**src/sv/fat_chain_allocator_unit_macros.svh**
```systemverilog
// Assertion macros for the file allocation table allocator.
// Used by fat_chain_allocator_unit; relies on clk and arst_n in the including module.
`ifndef FAT_CHAIN_ALLOCATOR_UNIT_MACROS_SVH
`define FAT_CHAIN_ALLOCATOR_UNIT_MACROS_SVH

// check an expression at every clock edge outside reset
`define FCA_ASSERT(label, expr, msg) \
	label: assert property (@(posedge clk) disable iff (!arst_n) (expr)) else $error(msg);

// check that an antecedent is followed in the next cycle by a consequent
`define FCA_ASSERT_NEXT(label, ante, cons, msg) \
	label: assert property (@(posedge clk) disable iff (!arst_n) (ante) |=> (cons)) \
		else $error(msg);

`endif

```
**src/sv/fca_pkg.sv**
```systemverilog
// Shared types and constants for the file allocation table allocator.
// No dependencies.
package fca_pkg;

	localparam int DEF_NUM_BLOCKS = 128;
	localparam int DEF_MAX_FILES  = 16;
	localparam int FIRST_BLOCK    = 2;
	localparam logic [6:0] LEN_MAX = 7'd127;

	// command codes
	localparam logic [1:0] CMD_CREATE   = 2'd0;
	localparam logic [1:0] CMD_INSERT   = 2'd1;
	localparam logic [1:0] CMD_READ_TBL = 2'd2;
	localparam logic [1:0] CMD_READ_DIR = 2'd3;

	// status codes
	localparam logic [2:0] STAT_OK       = 3'd0;
	localparam logic [2:0] STAT_NO_ROOM  = 3'd1;
	localparam logic [2:0] STAT_UNKNOWN  = 3'd2;
	localparam logic [2:0] STAT_BAD_LEN  = 3'd3;
	localparam logic [2:0] STAT_BAD_ADDR = 3'd4;

	typedef enum logic [3:0] {
		ST_IDLE,
		ST_DIR_CHK,
		ST_TBL_CHK,
		ST_WALK_CHK,
		ST_SCAN,
		ST_SCAN_CHK,
		ST_CR_LINK,
		ST_CR_NEXT,
		ST_CR_DIR,
		ST_INS_WR1,
		ST_INS_WR2,
		ST_EMIT
	} fca_state_t;

endpackage

```
**src/sv/fca_ram.sv**
```systemverilog
// Generic single-port-write, single-port-read RAM with registered read data.
// No dependencies.
module fca_ram #(
	parameter int WIDTH = 8,
	parameter int DEPTH = 16
) (
	input  logic                     clk,
	input  logic                     we,
	input  logic [$clog2(DEPTH)-1:0] waddr,
	input  logic [WIDTH-1:0]         wdata,
	input  logic                     re,
	input  logic [$clog2(DEPTH)-1:0] raddr,
	output logic [WIDTH-1:0]         rdata
);

	logic [WIDTH-1:0] mem [DEPTH];

	// write and registered read
	always_ff @(posedge clk) begin
		if (we) begin
			mem[waddr] <= wdata;
		end
		if (re) begin
			rdata <= mem[raddr];
		end
	end

endmodule

```
**src/sv/fat_chain_allocator_unit.sv**
```systemverilog
// File allocation table allocator: link table and directory in RAM, command sequencer.
// Depends on fca_pkg, fca_ram and fat_chain_allocator_unit_macros.svh.
//
// One command is taken at a time and gives one result item. Reads of a table or
// directory entry go through the registered RAM read. Create scans table entries for
// free blocks (at most NUM_BLOCKS) and links each block found; insert walks the chain
// to its position and then scans for a free block. The run time is set by the single
// read port of the link table, touched once per scanned or walked entry. Errors are
// reported with no state change. The link table resets through per-entry valid
// bits; no clearing pass.
`include "fat_chain_allocator_unit_macros.svh"

module fat_chain_allocator_unit
	import fca_pkg::*;
#(
	parameter int NUM_BLOCKS = DEF_NUM_BLOCKS,
	parameter int MAX_FILES  = DEF_MAX_FILES
) (
	input  logic              clk,
	input  logic              arst_n,
	input  logic              in_valid,
	output logic              in_ready,
	input  logic [1:0]        command,
	input  logic [3:0]        file_index,
	input  logic [6:0]        amount,
	input  logic [6:0]        block_address,
	output logic              out_valid,
	input  logic              out_ready,
	output logic [2:0]        status,
	output logic [3:0]        result_file,
	output logic [6:0]        start_block,
	output logic [6:0]        file_length,
	output logic signed [7:0] entry_value,
	output logic [6:0]        free_blocks
);

	localparam int BW  = $clog2(NUM_BLOCKS);
	localparam int PW  = BW + 1;
	localparam int EW  = BW + 1;
	localparam int DW  = $clog2(MAX_FILES);
	localparam int CW  = $clog2(MAX_FILES + 1);
	localparam int FIW = (DW > 4) ? DW : 4;
	localparam int AXW = (BW > 7) ? BW : 7;
	localparam int DRW = BW + 7;

	localparam logic signed [EW-1:0] ENTRY_END  = -EW'(1);
	localparam logic signed [EW-1:0] ENTRY_RSVD = -EW'(2);

	fca_state_t state_q, state_d;

	// command registers
	logic [1:0]  cmd_q;
	logic [FIW-1:0] fi_q;
	logic [6:0]  amt_q;
	logic [6:0]  cnt_q;
	logic [PW-1:0] ptr_q;
	logic [BW-1:0] prev_q, nb_q, pos_q, start_q, dstart_q;
	logic [6:0]  dlen_q;
	logic [CW-1:0] fc_q;
	logic [BW-1:0] free_q;

	// pending result
	logic [2:0] res_status_q;
	logic [3:0] res_file_q;
	logic [6:0] res_start_q, res_len_q;
	logic [7:0] res_entry_q;

	// output register
	logic       out_valid_q;
	logic [2:0] out_status_q;
	logic [3:0] out_file_q;
	logic [6:0] out_start_q, out_len_q, out_free_q;
	logic [7:0] out_entry_q;

	// link table port
	logic          lk_re, lk_we;
	logic [BW-1:0] lk_raddr, lk_waddr;
	logic [EW-1:0] lk_wdata, lk_q;
	logic [NUM_BLOCKS-1:0] vld_q;
	logic          rd_vld_q;
	logic [BW-1:0] rd_addr_q;
	logic signed [EW-1:0] lk_val;

	// directory port
	logic          dir_re, dir_we;
	logic [DW-1:0] dir_raddr, dir_waddr;
	logic [DRW-1:0] dir_wdata, dir_q;

	logic [FIW-1:0] fi_ext;
	logic [AXW-1:0] addr_ext;
	logic signed [EW+7:0] entry_ext;
	logic          in_acc;
	logic          dir_known, walk_bad, scan_free, scan_end;

	assign in_acc   = in_valid && in_ready;
	assign in_ready = (state_q == ST_IDLE);
	assign fi_ext   = FIW'(file_index);
	assign addr_ext = AXW'(block_address);

	fca_ram #(.WIDTH(EW), .DEPTH(NUM_BLOCKS)) u_link_ram (
		.clk(clk), .we(lk_we), .waddr(lk_waddr), .wdata(lk_wdata),
		.re(lk_re), .raddr(lk_raddr), .rdata(lk_q)
	);

	fca_ram #(.WIDTH(DRW), .DEPTH(MAX_FILES)) u_dir_ram (
		.clk(clk), .we(dir_we), .waddr(dir_waddr), .wdata(dir_wdata),
		.re(dir_re), .raddr(dir_raddr), .rdata(dir_q)
	);

	// table entry as read: never-written entries show their reset value
	always_comb begin
		if (rd_vld_q) begin
			lk_val = lk_q;
		end else if (rd_addr_q == BW'(0)) begin
			lk_val = ENTRY_RSVD;
		end else if (rd_addr_q == BW'(1)) begin
			lk_val = ENTRY_END;
		end else begin
			lk_val = '0;
		end
	end

	assign entry_ext = (EW + 8)'(lk_val);
	assign walk_bad  = lk_val[EW-1] || (lk_val == '0)
		|| ({1'b0, lk_val[BW-1:0]} >= PW'(NUM_BLOCKS));
	assign scan_free = (lk_val == '0);
	assign scan_end  = (32'(ptr_q) + 1 >= NUM_BLOCKS);
	assign dir_known = (32'(fi_ext) < 32'(fc_q));

	// track read address and valid bit alongside the RAM read
	always_ff @(posedge clk or negedge arst_n) begin
		if (!arst_n) begin
			vld_q <= '0;
		end else if (lk_we) begin
			vld_q[lk_waddr] <= 1'b1;
		end
	end

	always_ff @(posedge clk) begin
		if (lk_re) begin
			rd_vld_q  <= vld_q[lk_raddr];
			rd_addr_q <= lk_raddr;
		end
	end

	// next state and memory control
	always_comb begin
		state_d   = state_q;
		lk_re     = 1'b0;
		lk_raddr  = '0;
		lk_we     = 1'b0;
		lk_waddr  = '0;
		lk_wdata  = '0;
		dir_re    = 1'b0;
		dir_raddr = fi_ext[DW-1:0];
		dir_we    = 1'b0;
		dir_waddr = '0;
		dir_wdata = '0;
		case (state_q)
			ST_IDLE: begin
				if (in_acc) begin
					case (command)
						CMD_CREATE: begin
							if (amount == 7'd0 || 32'(fc_q) >= MAX_FILES
								|| 32'(amount) > 32'(free_q)) begin
								state_d = ST_EMIT;
							end else begin
								state_d = ST_SCAN;
							end
						end
						CMD_READ_TBL: begin
							if (32'(block_address) >= NUM_BLOCKS) begin
								state_d = ST_EMIT;
							end else begin
								lk_re    = 1'b1;
								lk_raddr = addr_ext[BW-1:0];
								state_d  = ST_TBL_CHK;
							end
						end
						default: begin
							if (!dir_known) begin
								state_d = ST_EMIT;
							end else begin
								dir_re  = 1'b1;
								state_d = ST_DIR_CHK;
							end
						end
					endcase
				end
			end
			ST_TBL_CHK: begin
				state_d = ST_EMIT;
			end
			ST_DIR_CHK: begin
				if (cmd_q == CMD_READ_DIR) begin
					state_d = ST_EMIT;
				end else if (amt_q == 7'd0 || amt_q > dir_q[6:0]) begin
					state_d = ST_EMIT;
				end else if (free_q == '0 || dir_q[6:0] >= LEN_MAX) begin
					state_d = ST_EMIT;
				end else if (amt_q > 7'd1) begin
					lk_re    = 1'b1;
					lk_raddr = dir_q[DRW-1:7];
					state_d  = ST_WALK_CHK;
				end else begin
					state_d = ST_SCAN;
				end
			end
			ST_WALK_CHK: begin
				if (walk_bad || cnt_q + 7'd1 >= amt_q) begin
					state_d = ST_SCAN;
				end else begin
					lk_re    = 1'b1;
					lk_raddr = lk_val[BW-1:0];
				end
			end
			ST_SCAN: begin
				if (32'(ptr_q) >= NUM_BLOCKS) begin
					state_d = (cmd_q == CMD_CREATE) ? ST_CR_DIR : ST_EMIT;
				end else begin
					lk_re    = 1'b1;
					lk_raddr = ptr_q[BW-1:0];
					state_d  = ST_SCAN_CHK;
				end
			end
			ST_SCAN_CHK: begin
				if (scan_free) begin
					if (cmd_q == CMD_CREATE) begin
						lk_we    = 1'b1;
						lk_waddr = ptr_q[BW-1:0];
						lk_wdata = ENTRY_END;
						state_d  = (cnt_q == 7'd0) ? ST_CR_NEXT : ST_CR_LINK;
					end else begin
						lk_re    = 1'b1;
						lk_raddr = pos_q;
						state_d  = ST_INS_WR1;
					end
				end else if (scan_end) begin
					state_d = (cmd_q == CMD_CREATE) ? ST_CR_DIR : ST_EMIT;
				end else begin
					lk_re    = 1'b1;
					lk_raddr = BW'(ptr_q + PW'(1));
				end
			end
			ST_CR_LINK: begin
				lk_we    = 1'b1;
				lk_waddr = prev_q;
				lk_wdata = {1'b0, nb_q};
				state_d  = ST_CR_NEXT;
			end
			ST_CR_NEXT: begin
				state_d = (cnt_q == amt_q) ? ST_CR_DIR : ST_SCAN;
			end
			ST_CR_DIR: begin
				dir_we    = 1'b1;
				dir_waddr = fc_q[DW-1:0];
				dir_wdata = {start_q, amt_q};
				state_d   = ST_EMIT;
			end
			ST_INS_WR1: begin
				lk_we    = 1'b1;
				lk_waddr = nb_q;
				lk_wdata = lk_val;
				state_d  = ST_INS_WR2;
			end
			ST_INS_WR2: begin
				lk_we     = 1'b1;
				lk_waddr  = pos_q;
				lk_wdata  = {1'b0, nb_q};
				dir_we    = 1'b1;
				dir_waddr = fi_q[DW-1:0];
				dir_wdata = {dstart_q, dlen_q + 7'd1};
				state_d   = ST_EMIT;
			end
			ST_EMIT: begin
				if (!out_valid_q || out_ready) begin
					state_d = ST_IDLE;
				end
			end
			default: begin
				state_d = ST_IDLE;
			end
		endcase
	end

	always_ff @(posedge clk or negedge arst_n) begin
		if (!arst_n) begin
			state_q <= ST_IDLE;
		end else begin
			state_q <= state_d;
		end
	end

	// directory counters
	always_ff @(posedge clk or negedge arst_n) begin
		if (!arst_n) begin
			fc_q   <= '0;
			free_q <= BW'(NUM_BLOCKS - FIRST_BLOCK);
		end else if (state_q == ST_CR_DIR) begin
			fc_q   <= fc_q + CW'(1);
			free_q <= free_q - BW'(amt_q);
		end else if (state_q == ST_INS_WR2) begin
			free_q <= free_q - BW'(1);
		end
	end

	// command datapath and pending result
	always_ff @(posedge clk) begin
		case (state_q)
			ST_IDLE: begin
				cmd_q        <= command;
				fi_q         <= fi_ext;
				amt_q        <= amount;
				cnt_q        <= '0;
				ptr_q        <= PW'(FIRST_BLOCK);
				res_status_q <= STAT_OK;
				res_file_q   <= '0;
				res_start_q  <= '0;
				res_len_q    <= '0;
				res_entry_q  <= '0;
				case (command)
					CMD_CREATE: begin
						if (amount == 7'd0) begin
							res_status_q <= STAT_BAD_LEN;
						end else if (32'(fc_q) >= MAX_FILES
							|| 32'(amount) > 32'(free_q)) begin
							res_status_q <= STAT_NO_ROOM;
						end
					end
					CMD_READ_TBL: begin
						if (32'(block_address) >= NUM_BLOCKS) begin
							res_status_q <= STAT_BAD_ADDR;
						end
					end
					default: begin
						if (!dir_known) begin
							res_status_q <= STAT_UNKNOWN;
						end
					end
				endcase
			end
			ST_TBL_CHK: begin
				res_entry_q <= entry_ext[7:0];
			end
			ST_DIR_CHK: begin
				dstart_q <= dir_q[DRW-1:7];
				dlen_q   <= dir_q[6:0];
				pos_q    <= dir_q[DRW-1:7];
				cnt_q    <= 7'd1;
				if (cmd_q == CMD_READ_DIR) begin
					res_file_q  <= fi_q[3:0];
					res_start_q <= 7'(dir_q[DRW-1:7]);
					res_len_q   <= dir_q[6:0];
				end else if (amt_q == 7'd0 || amt_q > dir_q[6:0]) begin
					res_status_q <= STAT_BAD_LEN;
				end else if (free_q == '0 || dir_q[6:0] >= LEN_MAX) begin
					res_status_q <= STAT_NO_ROOM;
				end
			end
			ST_WALK_CHK: begin
				if (!walk_bad) begin
					pos_q <= lk_val[BW-1:0];
					cnt_q <= cnt_q + 7'd1;
				end
			end
			ST_SCAN: begin
				if (32'(ptr_q) >= NUM_BLOCKS && cmd_q != CMD_CREATE) begin
					res_status_q <= STAT_NO_ROOM;
				end
			end
			ST_SCAN_CHK: begin
				if (scan_free) begin
					nb_q <= ptr_q[BW-1:0];
					if (cmd_q == CMD_CREATE) begin
						cnt_q <= cnt_q + 7'd1;
						if (cnt_q == 7'd0) begin
							start_q <= ptr_q[BW-1:0];
							prev_q  <= ptr_q[BW-1:0];
						end
					end
				end else if (scan_end) begin
					if (cmd_q != CMD_CREATE) begin
						res_status_q <= STAT_NO_ROOM;
					end
				end else begin
					ptr_q <= ptr_q + PW'(1);
				end
			end
			ST_CR_LINK: begin
				prev_q <= nb_q;
			end
			ST_CR_NEXT: begin
				ptr_q <= ptr_q + PW'(1);
			end
			ST_CR_DIR: begin
				res_file_q  <= 4'(fc_q);
				res_start_q <= 7'(start_q);
				res_len_q   <= amt_q;
			end
			ST_INS_WR2: begin
				res_file_q  <= fi_q[3:0];
				res_start_q <= 7'(dstart_q);
				res_len_q   <= dlen_q + 7'd1;
			end
			default: begin
			end
		endcase
	end

	// output register: load the result, drop valid once taken
	always_ff @(posedge clk or negedge arst_n) begin
		if (!arst_n) begin
			out_valid_q <= 1'b0;
		end else if (state_q == ST_EMIT && (!out_valid_q || out_ready)) begin
			out_valid_q <= 1'b1;
		end else if (out_ready) begin
			out_valid_q <= 1'b0;
		end
	end

	always_ff @(posedge clk) begin
		if (state_q == ST_EMIT && (!out_valid_q || out_ready)) begin
			out_status_q <= res_status_q;
			out_file_q   <= res_file_q;
			out_start_q  <= res_start_q;
			out_len_q    <= res_len_q;
			out_entry_q  <= res_entry_q;
			out_free_q   <= 7'(free_q);
		end
	end

	assign out_valid   = out_valid_q;
	assign status      = out_status_q;
	assign result_file = out_file_q;
	assign start_block = out_start_q;
	assign file_length = out_len_q;
	assign entry_value = out_entry_q;
	assign free_blocks = out_free_q;

	`FCA_ASSERT(a_free_bound, 32'(free_q) <= NUM_BLOCKS - FIRST_BLOCK, "free count overflow")
	`FCA_ASSERT(a_files_bound, 32'(fc_q) <= MAX_FILES, "file count overflow")
	`FCA_ASSERT(a_no_sys_write, !lk_we || 32'(lk_waddr) >= FIRST_BLOCK, "write to system block")
	`FCA_ASSERT(a_rw_clash, !(lk_we && lk_re) || lk_waddr != lk_raddr, "link read/write clash")
	`FCA_ASSERT_NEXT(a_busy, in_acc, state_q != ST_IDLE, "accepted item left sequencer idle")

endmodule

```
**config.mk**
```make
export PLATFORM = sky130hd
export DESIGN_NAME = fat_chain_allocator_unit
export DESIGN_NICKNAME = d
export VERILOG_FILES = /design/src/sv/fca_pkg.sv /design/src/sv/fca_ram.sv /design/src/sv/fat_chain_allocator_unit.sv
export VERILOG_INCLUDE_DIRS = /design/src /design/src/sv
export SDC_FILE = /design/constraint.sdc
export NUM_CORES = 2
export LEC_CHECK = 0
export BUFFER_PORTS_ARGS = -buffer_cell sky130_fd_sc_hd__clkbuf_2
export CAP_MARGIN = 30
export CORE_MARGIN = 4
export CORE_UTILIZATION = 45
export CTS_CLUSTER_SIZE = 12
export DETAILED_ROUTE_END_ITERATION = 8
export SKIP_LAST_GASP = 1
export SYNTH_ARGS = -nofsm -noshare
export SYNTH_HDL_FRONTEND = slang
export SYNTH_SLANG_ARGS = --single-unit
```
**constraint.sdc**
```tcl
create_clock -name clk -period 10.9 [get_ports clk]
set_input_delay 2.18 -clock clk [delete_from_list [all_inputs] [get_ports clk]]
set_output_delay 2.18 -clock clk [all_outputs]
set_load 0.02 [all_outputs]
```
==> flow_metrics.py <==
metrics = {
    "drt": {
        "ant_nets": 0,
        "vias_per_cell": 5.960,
        "drt_iter0_drc": 5201,
        "wl_per_cell_um": 26.98,
        "drcViolationCount": 0,
        "dr_total_vias": 40130,
        "routed_wl_mm": 181.6,
        "drtPass1Iterations": 6,
    },
    "final_layout": {
        "regArea_mm2": 0.04601,
        "fin_nets": 4784,
        "design_area_mm2": 0.07188,
        "drive_gt1_frac": 0.1462,
        "multi_input_area_mm2": 0.01620,
        "syn_to_final_growth_pct": 13.29,
        "fin_util": 0.5145,
        "fillers": 11680,
    },
    "min_path": {
        "holdPathStages": 0,
        "hold_path_class": "reg -> reg",
    },
    "synth": {
        "synth_area_mm2": 0.06345,
        "synth-seq-area-share": 0.7251,
        "synthArstFlopShare": 0.09319,
        "synth-edff-count": 1411,
        "synth_top_area_share": 0.6678,
        "synth_cells": 4568,
        "yosysTopAreaCell": "edfxtp_1",
        "synth.area.top_cells": "edfxtp_1, dfrtp_1, nand2_1",
        "yosysMostFrequentCell": "edfxtp_1",
        "synthTopCellsByCount": "edfxtp_1, nand2_1, nand3_1, nor2_1, mux2i_1",
        "ys_types": 88,
        "synth_ff_type": "edfxtp_1",
        "avgSynthCellArea_um2": 13.89,
        "ys_warn_count": 0,
        "ys_ff_latch": 1556,
        "syn_nets": 4632,
    },
    "cts": {
        "cts_root_buf": "clkbuf_16",
        "cts.clk_slew.worst_paths_ps": 60,
        "cts_max_path_buffers": 3,
        "htreeDepth": 4,
        "cts_resized": 0,
        "cts.sinks": 1556,
        "cts_tree": "built",
        "cts_hold_buf": 0,
        "cts_made_buffers": 164,
        "postCtsSetupBuffers": 0,
        "clkLatencyLatePin_ps": 810,
    },
    "sta": {
        "rsz0062_at_grt": "false",
        "timing.hold.ws_ps": 418.2,
        "worst_slew_pin_slew_ps": 1046,
        "setup_viol": 0,
        "setup_tns_ps": 0,
        "fin_worst_skew_ps": 56.21,
        "maxSlewHeadroom": 0.3001,
        "period_minus_slack_ps": 6609,
        "hold_viol": 0,
        "period_share": 0.6063,
        "max_freq_mhz": 151.3,
        "drv_slew": 0,
    },
    "die": {
        "die_x_um": 383.5,
        "start_util": 0.4542,
        "std_cell_rows": 137,
        "die_h_um": 383.5,
        "coreArea_mm2": 0.1397,
        "dieArea_mm2": 0.1471,
        "ios": 62,
    },
    "place": {
        "io_buffers": 60,
        "dp_hpwl_mm": 114.4,
        "dpl_cell_area_mm2": 0.06653,
        "routabilityCongestion": 0.8933,
    },
    "global_route": {
        "grt_pass1_vias": 38280,
        "grt.total_usage": 0.2454,
        "grt_max_degree": 148,
        "overflow": 0,
        "grt_pass1_wl_mm": 267.2,
        "antenna_found_initial": 2,
    },
    "setup_path": {
        "worstSetupPathType": "reg -> reg",
        "path_common_cell": "buf_4",
        "crit_cells": 17,
        "reg2regPathDepth": 17,
        "cp.arrival_ps": 7140,
        "critPathLaunchType": "flip-flop",
        "critPathMaxFanout": 46,
        "worstPathRequired_ps": 11430,
        "crit_chain": "buf_4 > or4b_1 > a21oi_1 > nand4bb_1 > a211oi_1 > nor3_4 > buf_4 > inv_6 > buf_4 > mux2i_1 > mux2i_1 > mux2i_1 > o22ai_1 > a2111oi_0 > buf_2 > buf_4 > a2111oi_1",
        "cp-end-kind": "flip-flop",
        "critical-path-max-stage-delay_ps": 860,
        "crit_buf_inv": 6,
        "critPathSlowestCell": "or4b_1",
        "path_delay_family": "buffers and inverters",
    },
    "status": {
        "outcome": "finished clean",
    },
    "pwr": {
        "p_leak_nw": 25.31,
        "peakVddDrop_mv": 0.1452,
        "p_total_mw": 17.32,
        "power-per-cell-area_mw_per_mm2": 240.9,
    },
    "run": {
        "cap_violations": 0,
    },
}
worst paths after layout:
check | start | end | slack (ps)
worst max-delay path | state_q[1] | u_link_ram.rdata[0] | 4290
worst min-delay path | res_status_q[1] | status[1] | 420
worst max register to register | state_q[1] | u_link_ram.rdata[0] | 4290
worst min register to register | res_status_q[1] | status[1] | 420
max in group asynchronous | arst_n | vld_q[76] | 8290
min in group asynchronous | arst_n | vld_q[64] | 1400
metrics by stage:
stage / instances / worst slack (ps)
floorplan: 4568 / 3203
global placement: 6359 / 3141
detailed placement: 6420 / 3565
CTS: 6722 / 4398
global route: 6732 / 3899
finish: 6733 / 4291
per-layer routing:
metal	GRT usage	vias up	share of wire
met3	0.04638	367	0.085
li1	-	17390	-
met4	0.08902	2	0.036
met1	0.3522	20370	0.42
met2	0.3757	2001	0.46
met5	0	-	0.000072
final cells by class:
class	count	area share
Sequential cell	1556	0.6400
Clock buffer	247	0.06409
Clock inverter	55	0.008895
Inverter	52	0.002959
Timing Repair Buffer	243	0.02597
Tap cell	1876	0.03265
Multi-Input combinational cell	2703	0.2254
Antenna cell	1	0.00003481
where the power goes:
group / internal [mW] / total (mW) / leakage (nW) / switching (mW)
Combinational: 1.16 / 4.29 / 8.05 / 3.13
Clock: 3.07 / 5.42 / 2.51 / 2.35
Sequential: 7.34 / 7.61 / 14.8 / 0.263
Total: 11.6 / 17.3 / 25.3 / 5.74
cell usage in the layout (no fill, tap or decap), types with 57 or more instances in the layout:
| cell | instances |
|---|---|
| edfxtp_1 | 1411 |
| dfrtp_1 | 139 |
| mux2i_1 | 179 |
| clkbuf_2 | 58 |
| clkbuf_16 | 165 |
| buf_4 | 143 |
| a21oi_1 | 155 |
| mux4_2 | 70 |
| nand2_1 | 914 |
| nand4_1 | 62 |
| a31oi_1 | 57 |
| clkbuf_1 | 65 |
| o21ai_0 | 57 |
| nand3_1 | 310 |
| or2_2 | 134 |
| nor2_1 | 236 |
cell families after synthesis:
family	synth area share
muxes	0.05397
adders and majority gates	0.008006
DFF	0.7251
AOI/OAI and AO/OA	0.05640
xor gates and xnor gates	0.004279
and+or+nand+nor	0.1308
other	0.00005910
buffers and inverters	0.02136
flip-flops by register name, indices dropped and copies added (netlist names), 8 cells and up:
name and flops:
u_link_ram.rdata 8, entry_value 8, u_link_ram.mem 1024, vld_q 128, ptr_q 8, u_dir_ram.rdata 14, u_dir_ram.mem 224, res_entry_q 8
Power figures use the tool's default switching activity.
